**src/rtl/ddo_pkg.sv**
```systemverilog
// Shared types and constants for the differential-drive odometry block.
// No dependencies; imported by the controller, the datapath and the top level.
`default_nettype none

package ddo_pkg;

  // Position and rotation widths
  localparam int unsigned GUARD_BITS = 8;
  localparam int unsigned STEP_W     = 40;
  localparam int unsigned XW         = 52;   // CORDIC x/y, step << guard plus growth
  localparam int unsigned ZW         = 34;   // CORDIC residual angle
  localparam int unsigned ITER_W     = 5;    // index into the 32-entry arctangent table

  // Inverse CORDIC gain, Q0.32
  localparam logic [31:0] CORDIC_K = 32'd2608131496;

  // Input operation codes
  typedef enum logic [1:0] {
    OP_UPDATE      = 2'd0,
    OP_LOAD_X      = 2'd1,
    OP_LOAD_Y      = 2'd2,
    OP_SET_HEADING = 2'd3
  } op_e;

  // Configuration register indexes
  typedef enum logic [1:0] {
    CFG_ENABLED = 2'd0,
    CFG_MPT     = 2'd1,
    CFG_APT     = 2'd2,
    CFG_NONE    = 2'd3
  } cfg_idx_e;

  // Operand select for the shared multiplier
  typedef enum logic [1:0] {
    MUL_ANG  = 2'd0,
    MUL_STEP = 2'd1,
    MUL_KLO  = 2'd2,
    MUL_KHI  = 2'd3
  } mul_sel_e;

  // Controller to datapath
  typedef struct packed {
    logic              capture;    // latch input transaction
    logic              dispatch;   // mean change, X/Y loads
    logic              mul_en;
    mul_sel_e          mul_sel;
    logic              ang_upd;    // heading or heading offset
    logic              step_form;  // saturated distance step
    logic              kl_save;
    logic              rot_init;
    logic              rot;
    logic [ITER_W-1:0] iter;
    logic              acc;
    logic              out_load;
  } cmd_t;

  // Datapath to controller
  typedef struct packed {
    op_e  op;
    logic enabled;
  } status_t;

  // Arctangent table, binary-angle units
  function automatic logic [31:0] atan_fn(input logic [ITER_W-1:0] idx);
    logic [31:0] r;
    case (idx)
      5'd0:  r = 32'h20000000;
      5'd1:  r = 32'h12E4051D;
      5'd2:  r = 32'h09FB385B;
      5'd3:  r = 32'h051111D4;
      5'd4:  r = 32'h028B0D43;
      5'd5:  r = 32'h0145D7E1;
      5'd6:  r = 32'h00A2F61E;
      5'd7:  r = 32'h00517C55;
      5'd8:  r = 32'h0028BE53;
      5'd9:  r = 32'h00145F2E;
      5'd10: r = 32'h000A2F98;
      5'd11: r = 32'h000517CC;
      5'd12: r = 32'h00028BE6;
      5'd13: r = 32'h000145F3;
      5'd14: r = 32'h0000A2F9;
      5'd15: r = 32'h0000517C;
      5'd16: r = 32'h000028BE;
      5'd17: r = 32'h0000145F;
      5'd18: r = 32'h00000A2F;
      5'd19: r = 32'h00000517;
      5'd20: r = 32'h0000028B;
      5'd21: r = 32'h00000145;
      5'd22: r = 32'h000000A2;
      5'd23: r = 32'h00000051;
      5'd24: r = 32'h00000028;
      5'd25: r = 32'h00000014;
      5'd26: r = 32'h0000000A;
      5'd27: r = 32'h00000005;
      5'd28: r = 32'h00000002;
      5'd29: r = 32'h00000001;
      default: r = 32'h00000000;
    endcase
    return r;
  endfunction

endpackage

`default_nettype wire

```
**src/rtl/ddo_ctrl.sv**
```systemverilog
// Sequencing state machine for the odometry block.
// Depends on ddo_pkg; drives the datapath through cmd_t and owns the handshakes.
`default_nettype none

module ddo_ctrl import ddo_pkg::*; #(
  parameter int unsigned CORDIC_STEPS = 24
) (
  input  wire logic    clk_i,
  input  wire logic    rst_ni,
  input  wire logic    in_valid_i,
  output logic         in_stall_o,
  output logic         out_valid_o,
  input  wire logic    out_stall_i,
  output logic         cfg_ready_o,
  input  wire status_t status_i,
  output cmd_t         cmd_o
);

  typedef enum logic [9:0] {
    S_IDLE = 10'b0000000001,
    S_DISP = 10'b0000000010,
    S_AN   = 10'b0000000100,
    S_ST   = 10'b0000001000,
    S_KL   = 10'b0000010000,
    S_KH   = 10'b0000100000,
    S_X0   = 10'b0001000000,
    S_ROT  = 10'b0010000000,
    S_ACC  = 10'b0100000000,
    S_DONE = 10'b1000000000
  } state_e;

  state_e            state_q, state_d;
  logic [ITER_W-1:0] iter_q, iter_d;
  logic              oval_q, oval_d;
  logic              accept;
  logic              rot_last;
  logic              out_free;

  assign in_stall_o  = (state_q != S_IDLE);
  assign cfg_ready_o = (state_q == S_IDLE);
  assign out_valid_o = oval_q;
  assign accept      = in_valid_i && !in_stall_o;
  assign rot_last    = (iter_q == ITER_W'(CORDIC_STEPS - 1));
  assign out_free    = !oval_q || !out_stall_i;

  // Next state and commands
  always_comb begin
    state_d = state_q;
    iter_d  = iter_q;
    oval_d  = oval_q && out_stall_i;
    cmd_o   = '0;
    cmd_o.iter = iter_q;
    case (state_q)
      S_IDLE: begin
        if (accept) begin
          cmd_o.capture = 1'b1;
          state_d = S_DISP;
        end
      end
      S_DISP: begin
        cmd_o.dispatch = 1'b1;
        cmd_o.mul_en   = 1'b1;
        cmd_o.mul_sel  = MUL_ANG;
        if (status_i.op == OP_LOAD_X || status_i.op == OP_LOAD_Y ||
            (status_i.op == OP_UPDATE && !status_i.enabled)) begin
          state_d = S_DONE;
        end else begin
          state_d = S_AN;
        end
      end
      S_AN: begin
        cmd_o.ang_upd = 1'b1;
        cmd_o.mul_en  = 1'b1;
        cmd_o.mul_sel = MUL_STEP;
        state_d = (status_i.op == OP_SET_HEADING) ? S_DONE : S_ST;
      end
      S_ST: begin
        cmd_o.step_form = 1'b1;
        state_d = S_KL;
      end
      S_KL: begin
        cmd_o.mul_en  = 1'b1;
        cmd_o.mul_sel = MUL_KLO;
        state_d = S_KH;
      end
      S_KH: begin
        cmd_o.kl_save = 1'b1;
        cmd_o.mul_en  = 1'b1;
        cmd_o.mul_sel = MUL_KHI;
        state_d = S_X0;
      end
      S_X0: begin
        cmd_o.rot_init = 1'b1;
        iter_d  = '0;
        state_d = S_ROT;
      end
      S_ROT: begin
        cmd_o.rot = 1'b1;
        iter_d = iter_q + 1'b1;
        if (rot_last) begin
          state_d = S_ACC;
        end
      end
      S_ACC: begin
        cmd_o.acc = 1'b1;
        state_d = S_DONE;
      end
      S_DONE: begin
        if (out_free) begin
          cmd_o.out_load = 1'b1;
          oval_d  = 1'b1;
          state_d = S_IDLE;
        end
      end
      default: begin
        state_d = S_IDLE;
      end
    endcase
  end

  // State registers
  always_ff @(posedge clk_i or negedge rst_ni) begin
    if (!rst_ni) begin
      state_q <= S_IDLE;
      iter_q  <= '0;
      oval_q  <= 1'b0;
    end else begin
      state_q <= state_d;
      iter_q  <= iter_d;
      oval_q  <= oval_d;
    end
  end

  // A new transaction always starts work
  a_accept_busy: assert property (@(posedge clk_i) disable iff (!rst_ni)
    accept |=> state_q == S_DISP)
    else $error("accepted transaction did not start");

  // Rotation runs its full count
  a_rot_hold: assert property (@(posedge clk_i) disable iff (!rst_ni)
    (state_q == S_ROT && !rot_last) |=> state_q == S_ROT)
    else $error("rotation left early");

  // Result is presented when done completes
  a_done_out: assert property (@(posedge clk_i) disable iff (!rst_ni)
    (state_q == S_DONE && out_free) |=> (oval_q && state_q == S_IDLE))
    else $error("result not presented");

  // Work states never overlap an input handshake
  a_no_accept_busy: assert property (@(posedge clk_i) disable iff (!rst_ni)
    (state_q != S_IDLE) |-> in_stall_o)
    else $error("input open while busy");

endmodule

`default_nettype wire

```
**config.mk**
```make
export PLATFORM = sky130hd
export DESIGN_NAME = ddo_ctrl
export DESIGN_NICKNAME = d
export VERILOG_FILES = /design/src/rtl/ddo_pkg.sv /design/src/rtl/ddo_ctrl.sv
export SDC_FILE = /design/constraint.sdc
export NUM_CORES = 1
export LEC_CHECK = 0
export ABC_AREA = 1
export BUFFER_PORTS_ARGS = -buffer_cell sky130_fd_sc_hd__buf_2
export CAP_MARGIN = 30
export CORE_MARGIN = 10
export CORE_UTILIZATION = 45
export CTS_CLUSTER_SIZE = 40
export DETAILED_ROUTE_END_ITERATION = 10
export PLACE_DENSITY = 0.75
export SYNTH_ARGS = -nofsm -noshare
export SYNTH_HDL_FRONTEND = slang
export SYNTH_SLANG_ARGS = --single-unit
```
**constraint.sdc**
```tcl
create_clock -name clk_i -period 1.8 [get_ports clk_i]
set_clock_uncertainty 0.2 [all_clocks]
set_input_delay 0.45 -clock clk_i [delete_from_list [all_inputs] [get_ports clk_i]]
set_output_delay 0.45 -clock clk_i [all_outputs]
set_load 0.02 [all_outputs]
```
==> results.py <==
metrics = {
    "critical_path": {
        "worstSetupStartpoint": "state_q[9]$_DFFE_PN0P_",
        "crit_arrival_ns": 1.50,
        "path_max_fanout": 4,
        "ff2ff_path_depth": 10,
        "critical_path_class": "flip-flop to output pin",
        "required_ns": 1.15,
        "cp-start-kind": "flip-flop",
        "endpoint_kind": "output pin",
        "r2r-start": "state_q[0]$_DFFE_PN1P_",
    },
    "floorplan": {
        "start_util": 0.486,
        "rows": 16,
        "die_w_um": 66.5,
        "core_um2": 2000,
        "die-height_um": 66.5,
        "die_area_um2": 4420,
        "ios": 27,
    },
    "global_routing": {
        "grt_usage": 0.128,
        "first_global_vias": 1009,
        "grt_pass1_wl_mm": 4.35,
        "overflow": 0,
        "grt_max_degree": 17,
        "antenna_found_initial": 0,
    },
    "clock_network": {
        "clock_sinks": 16,
        "numCtsBuffers": 3,
        "clockBufferDepth": 2,
        "cts-root-buf": "clkbuf_4",
        "htree_levels": 1,
        "clock_latency_ns": 0.30,
        "cts_tree": "built",
        "clk_pin_slew_worst_paths_ns": 0.11,
    },
    "route": {
        "vias": 941,
        "first_pass_iters": 4,
        "wirelength_mm": 2.72,
        "drt_iter0_drc": 49,
        "avgViaCountPerCell": 4.71,
        "drc_errors": 0,
        "wl_per_cell_um": 13.6,
        "ant_nets": 0,
    },
    "synth": {
        "ys_types": 22,
        "synth.avg_cell_area_um2": 7.60,
        "synth_nets": 138,
        "synth_seq_cells": 16,
        "synthCells": 128,
        "synth_area_um2": 972,
        "yosys_warnings": 0,
        "ys_seq_area_frac": 0.413,
    },
    "pwr": {
        "internal-power_w": 0.000854,
        "powerDensity_nw_per_um2": 1050,
        "ir_drop_mv": 1.02,
        "seqPwrFrac": 0.289,
        "p_leak_nw": 0.892,
        "finalPower_w": 0.00150,
        "power_frac_clock": 0.140,
        "switching_share": 0.429,
        "pwr-share-comb": 0.571,
        "switching_power_w": 0.000642,
    },
    "run_status": {
        "status": "finished, violations left",
        "violations": "setup timing",
    },
    "timing": {
        "tightestPinTransition_ns": 0.385,
        "max_freq_mhz": 465,
        "period_share": 1.19,
        "hold_ws_ns": 0.181,
        "hold_violations": 0,
        "fin_setup_tns_ns": -4.25,
        "min_period_ns": 2.15,
        "layout_setup_ws_ns": -0.351,
        "slew_headroom": 0.743,
        "rsz0062_at_grt": "yes",
        "slew_violations": 0,
        "setup_viol": 14,
    },
    "placed_design": {
        "dpl.hpwl_mm": 1.84,
        "port_buffers": 26,
        "place.gp.congestion": 0.810,
        "dp_cells": 184,
    },
    "layout": {
        "fillers": 161,
        "final_common_cell": "inv_1",
        "fin_nets": 184,
        "drive_above_1_share": 0.462,
        "area_growth_pct": 46.7,
        "final_core_util": 0.713,
        "instances_no_fill": 200,
        "final_cell_mix": "22 x inv_1, 20 x nand2_1, 18 x buf_4, 15 x nor2_1, 15 x dfrtp_1",
        "antenna_cells": 0,
        "regArea_um2": 402,
        "multi_input_area_um2": 539,
    },
    "job": {
        "drv_cap": 0,
    },
    "min_path": {
        "worstHoldStart": "out_stall_i",
        "worstHoldPathCells": 3,
        "hold_path_class": "primary input to flip-flop",
    },
}
[final timing paths]
kind                       slack, ns                     end
hold reg to reg                 0.31   out_valid_o$_DFF_PN0_
min in group asynchronous       0.38  state_q[5]$_DFFE_PN0P_
setup reg to reg                0.08  state_q[0]$_DFFE_PN1P_
hold / removal                  0.18   out_valid_o$_DFF_PN0_
max in group asynchronous       0.68  state_q[0]$_DFFE_PN1P_
setup / recovery               -0.35               cmd_o[16]
[flip-flops by register name, indices dropped and copies added (netlist names)]
signal,cells
iter_q,5
out_valid_o,1
state_q,10
[per-stage QoR]
step	worst slack (ns)	cell area, µm²
floorplan	0.0528	975
global placement	0.00977	1160
detailed placement	-0.0416	1160
CTS	-0.301	1340
global route	-0.425	1430
finish	-0.351	1430
[cell usage after synthesis]
master	count	area [µm²]
nand4_1	3	18.8
nor2_1	18	67.6
o31ai_1	1	7.51
nand2_1	27	101
nor3_1	2	10.0
ha_1	3	37.5
o21bai_1	1	7.51
nand2_2	6	37.5
inv_1	23	86.3
nand2_4	1	11.3
a22o_1	1	8.76
dfrtp_1	15	375
inv_4	1	6.26
clkinv_1	1	3.75
o21ai_1	3	15.0
nor2_2	6	37.5
nand3_2	1	10.0
dfstp_2	1	26.3
nand3_1	3	15.0
nor2_4	5	56.3
xor2_1	2	17.5
inv_2	4	15.0
[cell type report]
class	count	area share
flip-flops and latches	16	0.282
clock buffers	4	0.0184
inverters	29	0.0798
multi-input cells	83	0.378
well taps	27	0.0237
repair buffers	41	0.218
[critical path, cell delays in order (launching register included)]
cell and delay [ns]:
dfrtp_1 0.43, nor2_4 0.19, nand2_4 0.09, nor2_4 0.17
nand2_4 0.10, nor2_4 0.09, buf_6 0.12
[cells by family after synthesis]
logic type,count (synthesis),synth area share
compound gates,6,0.0399
xor+xnor,2,0.0180
fa+ha+maj,3,0.0386
buf+inv,29,0.115
flops,16,0.413
simple gates,72,0.376
[power groups by stage]
stage          Combinational [W]  Clock, W  Sequential (W)
2_1_floorplan           0.000376         0        0.000436
3_3_place_gp            0.000508         0        0.000433
3_5_place_dp            0.000520         0        0.000435
4_1_cts                 0.000757  0.000215        0.000429
5_1_grt                 0.000911  0.000234        0.000436
6_report                0.000853  0.000209        0.000433
[metal layers]
| layer | share of wire | vias to the layer above | GRT usage |
|---|---|---|---|
| met5 | 0 | - | 0 |
| met4 | 0.027 | 0 | 0.0681 |
| met3 | 0.072 | 9 | 0.0585 |
| met2 | 0.51 | 26 | 0.221 |
| met1 | 0.39 | 439 | 0.126 |
| li1 | - | 467 | - |
[timing repair]
item / CTS / global route
gates cloned: 0 / 0
pin swaps: 7 / 10
gates resized for setup: 25 / 20
hold buffers: 1 / 0
hold endpoints to repair: 15 / 0
buffers inserted: 9 / 2
endpoints found under the setup margin: 14 / 15
No activity file was read; power rests on OpenSTA's default activity.
